### src/hw/rtl/stle_pkg.sv
// shared types and constants for the session table with idle expiry
// no dependencies; imported by every module of the block
package stle_pkg;

  localparam int SLOTS         = 16;
  localparam int SLOT_W        = $clog2(SLOTS);
  localparam int CNT_W         = $clog2(SLOTS + 1);
  localparam int ID_W          = 64;
  localparam int TIME_W        = 32;
  localparam int SLOT_FIELD_W  = 4;
  localparam int COUNT_FIELD_W = 5;

  localparam logic [TIME_W-1:0] IDLE_LIMIT_RESET = TIME_W'(30);

  typedef enum logic [1:0] {
    KIND_LOOKUP  = 2'd0,
    KIND_CREATE  = 2'd1,
    KIND_DESTROY = 2'd2,
    KIND_SWEEP   = 2'd3
  } kind_t;

  typedef enum logic [1:0] {
    ST_IDLE,
    ST_SCAN,
    ST_DONE
  } ctrl_state_t;

  typedef struct packed {
    kind_t             kind;
    logic [ID_W-1:0]   session_id;
    logic [TIME_W-1:0] now;
  } in_item_t;

  typedef struct packed {
    logic                     hit;
    logic [SLOT_FIELD_W-1:0]  slot;
    logic                     evicted;
    logic [ID_W-1:0]          evicted_id;
    logic [COUNT_FIELD_W-1:0] swept_count;
    logic                     error;
  } out_item_t;

  typedef struct packed {
    logic [ID_W-1:0]   id;
    logic [TIME_W-1:0] stamp;
  } slot_entry_t;

  typedef struct packed {
    logic [SLOT_W-1:0] rd_addr;
    logic              we;
    logic [SLOT_W-1:0] wr_addr;
    slot_entry_t       wr_data;
  } mem_req_t;

endpackage

### src/hw/rtl/stle_slot_mem.sv
// slot store: one-port-write, one-port-read memory with registered read data
// per-entry valid flags give the all-free reset state; uses stle_pkg
module stle_slot_mem
  import stle_pkg::*;
(
  input  logic        clk,
  input  logic        rst,
  input  mem_req_t    req,
  output slot_entry_t rd_data
);

  slot_entry_t       mem [SLOTS];
  logic [SLOTS-1:0]  valid;
  slot_entry_t       rd_raw;
  logic              rd_valid;

  always_ff @(posedge clk) begin
    if (req.we) begin
      mem[req.wr_addr] <= req.wr_data;
    end
    rd_raw <= mem[req.rd_addr];
  end

  always_ff @(posedge clk) begin
    if (rst) begin
      valid    <= '0;
      rd_valid <= 1'b0;
    end else begin
      if (req.we) begin
        valid[req.wr_addr] <= 1'b1;
      end
      rd_valid <= valid[req.rd_addr];
    end
  end

  // entry never written reads as a free slot
  assign rd_data = rd_valid ? rd_raw : '0;

endmodule

### src/hw/rtl/stle_ctrl.sv
// sequencer: scans the slot store one entry per cycle and writes back changes
// uses stle_pkg; drives stle_slot_mem through a mem_req_t
module stle_ctrl
  import stle_pkg::*;
(
  input  logic              clk,
  input  logic              rst,
  input  logic              start,
  input  in_item_t          item,
  input  logic [TIME_W-1:0] idle_limit,
  output logic              idle,
  output logic              res_valid,
  input  logic              res_take,
  output out_item_t         res,
  output mem_req_t          req,
  input  slot_entry_t       rd_data
);

  ctrl_state_t       state, state_next;
  logic [SLOT_W-1:0] idx, idx_next;
  in_item_t          op, op_next;
  logic [SLOT_W-1:0] oldest_idx, oldest_idx_next;
  logic [TIME_W-1:0] oldest_age, oldest_age_next;
  logic [ID_W-1:0]   oldest_id, oldest_id_next;
  logic [CNT_W-1:0]  count, count_next;
  out_item_t         res_next;

  logic [TIME_W-1:0] age;
  logic              last;
  logic              used;
  logic              match;
  logic              older;
  logic [CNT_W-1:0]  count_inc;

  always_ff @(posedge clk) begin
    if (rst) begin
      state <= ST_IDLE;
    end else begin
      state <= state_next;
    end
  end

  always_ff @(posedge clk) begin
    idx        <= idx_next;
    op         <= op_next;
    oldest_idx <= oldest_idx_next;
    oldest_age <= oldest_age_next;
    oldest_id  <= oldest_id_next;
    count      <= count_next;
    res        <= res_next;
  end

  assign age       = op.now - rd_data.stamp;
  assign last      = (idx == SLOT_W'(SLOTS - 1));
  assign used      = (rd_data.id != '0);
  assign match     = used && (rd_data.id == op.session_id);
  assign older     = (idx == '0) || (age > oldest_age);
  assign count_inc = count + CNT_W'(1);

  always_comb begin
    state_next      = state;
    idx_next        = idx;
    op_next         = op;
    oldest_idx_next = oldest_idx;
    oldest_age_next = oldest_age;
    oldest_id_next  = oldest_id;
    count_next      = count;
    res_next        = res;
    req             = '0;
    idle            = 1'b0;
    res_valid       = 1'b0;

    unique case (state)
      ST_IDLE: begin
        idle        = 1'b1;
        req.rd_addr = '0;
        if (start) begin
          op_next    = item;
          idx_next   = '0;
          count_next = '0;
          res_next   = '0;
          if (item.kind == KIND_CREATE && item.session_id == '0) begin
            res_next.error = 1'b1;
            state_next     = ST_DONE;
          end else begin
            state_next = ST_SCAN;
          end
        end
      end

      ST_SCAN: begin
        req.rd_addr = idx + SLOT_W'(1);
        req.wr_addr = idx;
        idx_next    = idx + SLOT_W'(1);
        unique case (op.kind)
          KIND_LOOKUP: begin
            if (match) begin
              req.we            = 1'b1;
              req.wr_data.id    = rd_data.id;
              req.wr_data.stamp = op.now;
              res_next.hit      = 1'b1;
              res_next.slot     = SLOT_FIELD_W'(idx);
              state_next        = ST_DONE;
            end else if (last) begin
              state_next = ST_DONE;
            end
          end
          KIND_DESTROY: begin
            if (match) begin
              req.we        = 1'b1;
              req.wr_data   = '0;
              res_next.hit  = 1'b1;
              res_next.slot = SLOT_FIELD_W'(idx);
              state_next    = ST_DONE;
            end else if (last) begin
              state_next = ST_DONE;
            end
          end
          KIND_CREATE: begin
            req.wr_data.id    = op.session_id;
            req.wr_data.stamp = op.now;
            if (!used) begin
              req.we        = 1'b1;
              res_next.hit  = 1'b1;
              res_next.slot = SLOT_FIELD_W'(idx);
              state_next    = ST_DONE;
            end else begin
              if (older) begin
                oldest_idx_next = idx;
                oldest_age_next = age;
                oldest_id_next  = rd_data.id;
              end
              if (last) begin
                req.we              = 1'b1;
                req.wr_addr         = older ? idx : oldest_idx;
                res_next.hit        = 1'b1;
                res_next.slot       = SLOT_FIELD_W'(older ? idx : oldest_idx);
                res_next.evicted    = 1'b1;
                res_next.evicted_id = older ? rd_data.id : oldest_id;
                state_next          = ST_DONE;
              end
            end
          end
          KIND_SWEEP: begin
            if (used && age > idle_limit) begin
              req.we      = 1'b1;
              req.wr_data = '0;
              count_next  = count_inc;
            end
            if (last) begin
              res_next.swept_count = COUNT_FIELD_W'(count_next);
              state_next           = ST_DONE;
            end
          end
          default: begin
            state_next = ST_DONE;
          end
        endcase
      end

      ST_DONE: begin
        res_valid = 1'b1;
        if (res_take) begin
          state_next = ST_IDLE;
        end
      end

      default: begin
        state_next = ST_IDLE;
      end
    endcase
  end

endmodule

### src/hw/rtl/session_table_lru_idle_expiry.sv
// top level of the session table: idle limit register, output beat register
// instantiates stle_ctrl and stle_slot_mem; uses stle_pkg
//
//   channel  signals                               beat
//   in       in_valid / in_ready / in_data         kind, session_id, now
//   out      out_valid / out_ready / out_data      hit, slot, evicted, evicted_id,
//                                                  swept_count, error
//   cfg      cfg_wr_en / cfg_wr_data               idle_limit, no wait
//
// one request at a time; the slot store is scanned one entry per cycle on its read port
// lookup/destroy end at match, create at free slot, sweep scans all, bad create no scan
// reset clears the slot valid flags at once, so every slot reads free; no clearing pass
// a full output register holds the finished result; input is taken again once it moves on
module session_table_lru_idle_expiry
  import stle_pkg::*;
(
  input  logic              clk,
  input  logic              rst,
  input  logic              in_valid,
  output logic              in_ready,
  input  in_item_t          in_data,
  output logic              out_valid,
  input  logic              out_ready,
  output out_item_t         out_data,
  input  logic              cfg_wr_en,
  input  logic [TIME_W-1:0] cfg_wr_data
);

  logic [TIME_W-1:0] idle_limit;
  logic              idle;
  logic              res_valid;
  logic              res_take;
  out_item_t         res;
  mem_req_t          req;
  slot_entry_t       rd_data;

  always_ff @(posedge clk) begin
    if (rst) begin
      idle_limit <= IDLE_LIMIT_RESET;
    end else if (cfg_wr_en) begin
      idle_limit <= cfg_wr_data;
    end
  end

  assign in_ready = idle;
  assign res_take = res_valid && (!out_valid || out_ready);

  always_ff @(posedge clk) begin
    if (rst) begin
      out_valid <= 1'b0;
    end else if (res_take) begin
      out_valid <= 1'b1;
    end else if (out_ready) begin
      out_valid <= 1'b0;
    end
  end

  always_ff @(posedge clk) begin
    if (res_take) begin
      out_data <= res;
    end
  end

  stle_ctrl u_ctrl (
    .clk        (clk),
    .rst        (rst),
    .start      (in_valid && in_ready),
    .item       (in_data),
    .idle_limit (idle_limit),
    .idle       (idle),
    .res_valid  (res_valid),
    .res_take   (res_take),
    .res        (res),
    .req        (req),
    .rd_data    (rd_data)
  );

  stle_slot_mem u_mem (
    .clk     (clk),
    .rst     (rst),
    .req     (req),
    .rd_data (rd_data)
  );

endmodule
### config.mk
export PLATFORM = sky130hd
export DESIGN_NAME = session_table_lru_idle_expiry
export DESIGN_NICKNAME = d
export VERILOG_FILES = /design/src/hw/rtl/stle_pkg.sv /design/src/hw/rtl/stle_slot_mem.sv /design/src/hw/rtl/stle_ctrl.sv /design/src/hw/rtl/session_table_lru_idle_expiry.sv
export SDC_FILE = /design/constraint.sdc
export NUM_CORES = 2
export LEC_CHECK = 0
export ABC_AREA = 1
export BUFFER_PORTS_ARGS = -buffer_cell sky130_fd_sc_hd__buf_2
export CAP_MARGIN = 10
export CELL_PAD_IN_SITES_DETAIL_PLACEMENT = 2
export CELL_PAD_IN_SITES_GLOBAL_PLACEMENT = 2
export CORE_UTILIZATION = 45
export DETAILED_ROUTE_END_ITERATION = 10
export HOLD_SLACK_MARGIN = 0.05
export PLACE_DENSITY_LB_ADDON = 0.1
export REMOVE_ABC_BUFFERS = 1
export SYNTH_ARGS = -nofsm -noshare
export SYNTH_HDL_FRONTEND = slang
export SYNTH_SLANG_ARGS = --single-unit
### constraint.sdc
create_clock -name clk -period 13.6 [get_ports clk]
set_clock_uncertainty 0.2 [all_clocks]
set_input_delay 3.4 -clock clk [delete_from_list [all_inputs] [get_ports clk]]
set_output_delay 3.4 -clock clk [all_outputs]
set_load 0.01 [all_outputs]
; Yosys cells after proc, flatten, opt, wreduce, memory -nomap -nowiden
; Memory sizes are Yosys's and may differ from the RTL's. A register that Yosys moved wholly into a read port is not among the register bits.
; Index checks and enable logic that the tools add are counted.
[word_totals]
reg_bits = 411
latchBits = 0
ramBits = 1536
rom_bits = 0
out_inout_bits = 78
word_cells = 128
n_memories = 1
[mem_list]
columns = memory, depth, width, rd, rd_clocked_by_memory_dff, wr, line
row1 = u_mem.mem, 16, 96, 1, 1, 1, stle_slot_mem.sv:12  ; slot_entry_t mem [SLOTS];
[classes]
addsub = 3
n_mul = 0
div_mod_pow = 0
n_lt_le_gt_ge = 5
eq_ne = 17
shifts = 0
muxes = 49
n_bitwise = 1
n_reduce_logical = 27
[op_table]
columns = operator, n
row1 = 96-bit case mux with 3 select lines, 1
row2 = 96-bit 2-to-1 mux, 2
row3 = 75-bit case mux with 2 select lines, 1
row4 = 65-bit 2-to-1 mux, 2
row5 = 101-bit 2-to-1 mux, 1
row6 = 76-bit 2-to-1 mux, 1
row7 = 70-bit 2-to-1 mux, 1
row8 = 64-bit == test, 1
row9 = 32-bit > comparator, 2
row10 = 64-bit logical NOT, 1
row11 = 64-bit 2-to-1 mux, 1
row12 = 64-bit nonzero test, 1
row13 = 5-bit 2-to-1 mux, 8
row14 = 32-bit subtractor, 1
row15 = 4-bit 2-to-1 mux, 5
row16 = 5-bit case mux with 2 select lines, 2
row17 = 16-bit OR, 1
row18 = 1-bit 2-to-1 mux, 12
row19 = 2-bit 2-to-1 mux, 6
row20 = 2-bit case mux with 3 select lines, 2
row21 = "4-bit by 5-bit less-than comparator with 1-bit output, second input constant", 2
row22 = 5-bit AND reduction, 2
row23 = 4-bit case mux with 2 select lines, 1
row24 = 4-bit AND reduction, 2
row25 = 23 further kinds, 43

; Longest topological paths before layout
[logic_depth]
depth_word = 14
mapped_depth = 36
ltp_nobuf = 32

; Modules after synthesis
; Synthesis repeated with hierarchy kept, for this count alone.
[unflattened]
hier_cells = 7055
hier_area_um2 = 84248.3
[by_module_without_submodules]
columns = mod, n_inst, cells_per_inst, area_per_inst_um2, seq_area_each_um2
row1 = stle_slot_mem, 1, 4886, 63672.3, 48386.4
row2 = stle_ctrl, 1, 1946, 17122.7, 8538.2
row3 = session_table_lru_idle_expiry, 1, 223, 3453.3, 2942.8

; Least setup slack after synthesis
; Ideal clock, no wire load.
[synth_timing]
kind = reg-to-reg
from = register u_mem.rd_valid
to = memory u_mem.mem[12][0] (netlist name), enable pin
setup_ps = 555
arrival_time_ps = 8307
required_ps = 12845
slack_ps = 4538
stages_incl_launch_ff = 34
n_path_buf = 4
period_less_slack_ps = 9062
path_cell_list = dfxtp_1 -> buf_6 -> buf_6 -> buf_4 -> clkbuf_1 -> nand2_1 -> inv_1 -> ha_1 -> fa_1 -> o21ai_0 -> nand2_1 -> nand3_1 -> nand2_1 -> nand2_1 -> nand3_1 -> nand2_1 -> nand2_1 -> nand2_1 -> a21oi_1 -> o21ai_0 -> xor2_1 -> ha_1 -> nand2_1 -> o21a_1 -> nand2_1 -> a21oi_1 -> nand2_1 -> nand2_1 -> nand2_1 -> nand2_1 -> nand3_1 -> nand2_1 -> nand2_1 -> nor2_1
[synth_between]
elab_chain_cells = 9
word_cells_on_any_way = 20
[synth_lines]
columns = element, line
row1 = "start, declared", stle_slot_mem.sv:15  ; logic rd_valid;
row2 = "start signal, assigned", stle_slot_mem.sv:32  ; rd_valid <= valid[req.rd_addr];
row3 = 96-bit 2-to-1 mux (*), stle_slot_mem.sv:37  ; assign rd_data = rd_valid ? rd_raw : '0;
row4 = 32-bit subtractor (*), stle_ctrl.sv:53  ; assign age = op.now - rd_data.stamp;
row5 = via u_ctrl.age[22], stle_ctrl.sv:28  ; logic [TIME_W-1:0] age;
row6 = 32-bit > comparator (on tied branches), "stle_ctrl.sv:145, stle_ctrl.sv:57"
row7 = 1-bit logical AND or 1-bit logical OR (tied branches), "stle_ctrl.sv:145, stle_ctrl.sv:57"
row8 = 1-bit 2-to-1 mux or 4-bit 2-to-1 mux (tied branches), --
row9 = 1-bit case mux with 3 select lines or 5-bit 2-to-1 mux (tied branches), "stle_ctrl.sv:95, stle_ctrl.sv:133"
row10 = 101-bit 2-to-1 mux (*), stle_ctrl.sv:73  ; unique case (state)
row11 = 1-bit 2-to-1 mux or 4-bit 2-to-1 mux (tied branches), "stle_slot_mem.sv:18, stle_ctrl.sv:95"
row12 = 1-bit 2-to-1 mux (implied by the code) or 101-bit 2-to-1 mux (tied branches), "stle_slot_mem.sv:19, stle_ctrl.sv:73"
row13 = "end, declared", stle_slot_mem.sv:12
; The timed path passes the listed nets; every way through them passes the cells marked *.

; Worst setup path in the final report
[layout_timing]
from = register u_mem.rd_valid
to = memory u_mem.mem[2][46] (netlist name), enable pin
; Same word-level chain as after synthesis.

==> qor.txt <==
CTS tree: yes
CP Capture Point: u_mem.mem[2][46]
Synth Area in Simple Gates: 10.7%
DRC viols: 0
die area: 185,000 sq um
Layout area overhead: 13.2%
Setup crit start kind: flip-flop
Final ANT Viol Nets: 0
vias per std cell: 6.05
Worst Tran Pin Value: 1.32 ns
TritonRoute pass-1 iters: 6
setup TNS: 0 ns
Adder-Cell Fraction of Synth Area: 1.52%
final setup violation count: 0
H-tree depth: 4
nets@finish: 7,221
crit path DAT: 9.71 ns
initial core utilization: 45.5%
static leakage: 33.2 nW
class of the worst hold path: reg -> reg
crit path kind: reg -> reg
Max VDD drop: 0.130 mV
Max-Cap Viols: 0
xor/xnor share of the synthesized area: 0.350%
CTS buffer count: 215
register area share after synthesis: 72.4%
status: completed
global-route wire length before repair: 436 mm
PD cells: 161 nW/um^2
GRT Total Usage: 32.1%
gpl congestion: 0.862
Sequential Area: 59,900 sq um
Final Max Tran Viols: 0
Longest Clk Path Bufs: 3
Pwr Total: 15.1 mW
CTS resizes: 0
Worst-Skew Late Latency: 0.88 ns
# IOs: 213
most frequent cells in the layout: edfxtp_1, nor2_1, o21ai_0
Buffers on Ports: 212
WL final: 302 mm
FMAX: 106 MHz
Crit-path slowest cell: buf_4
register bit total from synthesis: 2,043
via count: 58,200
max incr delay on CP: 0.79 ns
DRT iter0 DRCs: 5,580
multi-input logic area: 20,100 sq um
Clock transition at path regs: 0.06 ns
# rows: 156
hold buffers post-CTS: 0
Critical R2R Capture: u_mem.mem[2][46]
Mapped Area: 82,700 sq um
post-DR wirelength/cell: 31.4 um
crit path time final: 9.43 ns
via count of the first global-routing pass: 63,300
required time worst endpoint: 13.88 ns
main combinational cell family by area after synthesis: compound AO/OA/AOI/OAI gates
CTS sink cnt: 2,043
Main synth FF type: edfxtp_1
FF-to-FF Start: u_mem.rd_valid
RSZ-0062 raised after global routing: no
Finished Layout Cells: 9,624
mean post-synth cell area: 12.1 sq um
root buf cell: clkbuf_16
hpwl dp: 177 mm
Final Hold Fails: 0
CP startpoint: u_mem.rd_valid
CP max FO: 76
library cells used by synthesis: 46
number of synthesized flops with an enable pin: 1,895
Die X: 431 um
Compound-Gate Fraction of Synth Area: 11.5%
R2R depth: 30
fraction of final layout cells with drive strength greater than 1: 10.3%
r2r setup slk: 4.17 ns
CP Capture Type: flip-flop
post-synthesis mux area share: 0%
Placed Cells: 9,216
Syn. warnings: 0
Crit path top cell by count: nand2_1
initial antenna violation count: 9
GRT Residual Overflow: 0
Fill cells: 17,300
Post CTS Setup Buffer Count: 0
fin crit share: 69.3%
chip height: 431 um
synthesized instance count: 6,811
asr flop ratio synth: 0%
commonest non-fill, non-tap cell in the layout: edfxtp_1
largest net degree at the start of global routing: 235
Slew HR: 11.3%
Core Area: 182,000 sq um
-- logic make-up after synthesis --
logic type	after synthesis
AND/OR/NAND/NOR	2270
flip-flops	2043
buffers and inverters	757
adder cells (fa/ha/maj)	100
XOR/XNOR	33
AO/OA/AOI/OAI	1608
-- metrics by stage --
stage / instance area (sq um) / worst slack [ns] / hold slack, ns / utilization (%)
after floorplan: 81100 / -19.59 / 0.200 / -
after global placement: 86600 / 4.75 / 0.202 / 47.7
after detailed placement: 86600 / 4.37 / 0.205 / 47.7
after CTS: 93600 / 4.24 / 0.219 / 51.5
after global routing: 93600 / 3.84 / 0.219 / 51.5
final: 93600 / 4.17 / 0.218 / 51.5
-- synth_stat cells, drive strengths merged, types with 3 or more instances --
master | instances | area [sq um]
edfxtp | 1895 | 56900
nor2 | 1514 | 5710
o21ai | 950 | 4750
nand2 | 575 | 2170
inv | 360 | 1350
clkbuf | 339 | 1270
o211ai | 289 | 2170
dfxtp | 148 | 2960
a21oi | 127 | 636
nand3 | 115 | 581
a31oi | 100 | 626
ha | 99 | 1240
a32o | 96 | 961
buf | 56 | 293
xor2 | 23 | 201
nand4 | 20 | 125
nor3 | 18 | 95.1
nor4 | 18 | 113
o22ai | 15 | 93.8
a221oi | 11 | 96.3
xnor2 | 10 | 87.6
o21a | 7 | 52.6
a21o | 4 | 30.0
and3 | 3 | 18.8
o41ai | 3 | 26.3
-- where the power goes --
group / switching (mW) / internal (mW)
combinational: 1.44 / 0.503
sequential: 0.123 / 7.08
clock: 2.56 / 3.38
total: 4.12 / 11.0
-- final cells by class --
cell class	instances	share of cell area, %
Clock inverter	95	0.926
Multi-Input combinational cell	4011	21.4
Antenna cell	3	0.00802
Inverter	362	1.55
Clock buffer	308	6.54
Timing Repair Buffer	353	2.33
Tap cell	2449	3.27
Sequential cell	2043	63.9
-- worst min path at each step --
stage / slack [ns] / to / from / cells past startpoint
3_5_place_dp: 0.21 / out_data[58] / u_ctrl.res[58] / 0
4_1_cts: 0.22 / out_data[30] / u_ctrl.res[30] / 0
6_report: 0.22 / out_data[5] / u_ctrl.res[5] / 0
5_1_grt: 0.22 / out_data[30] / u_ctrl.res[30] / 0
3_3_place_gp: 0.20 / out_data[62] / u_ctrl.res[62] / 0
2_1_floorplan: 0.20 / out_data[0] / u_ctrl.res[0] / 0
-- registers in the layout, indices dropped and copies added (netlist names) --
name               flops
out_valid              1
u_ctrl.oldest_age     32
u_ctrl.state           2
u_mem.rd_valid         1
u_mem.rd_raw          96
idle_limit            32
out_data              76
u_ctrl.count           5
u_ctrl.op             98
u_ctrl.oldest_id      64
u_mem.valid           16
u_ctrl.oldest_idx      4
u_ctrl.idx             4
u_ctrl.res            76
u_mem.mem           1536
-- worst max-delay path, delay by kind of cell, from the launching register on --
| family | cells | cell delay, ns |
|---|---|---|
| buffers and inverters | 5 | 2.51 |
| and+or+nand+nor | 13 | 2.65 |
| xor gates and xnor gates | 1 | 0.29 |
| adders and majority gates | 2 | 0.71 |
| DFF | 1 | 0.33 |
| AOI/OAI and AO/OA | 9 | 2.20 |
-- metal layers --
| layer | track usage [%] | vias up | part of all wire, % |
|---|---|---|---|
| met5 | 0 | - | 0 |
| met4 | 12.3 | 0 | 3.8 |
| met3 | 4.04 | 607 | 5.3 |
| met2 | 55.6 | 2059 | 50 |
| met1 | 41.2 | 30700 | 40 |
| li1 | - | 24800 | - |
(Power assumes the default switching activity.)
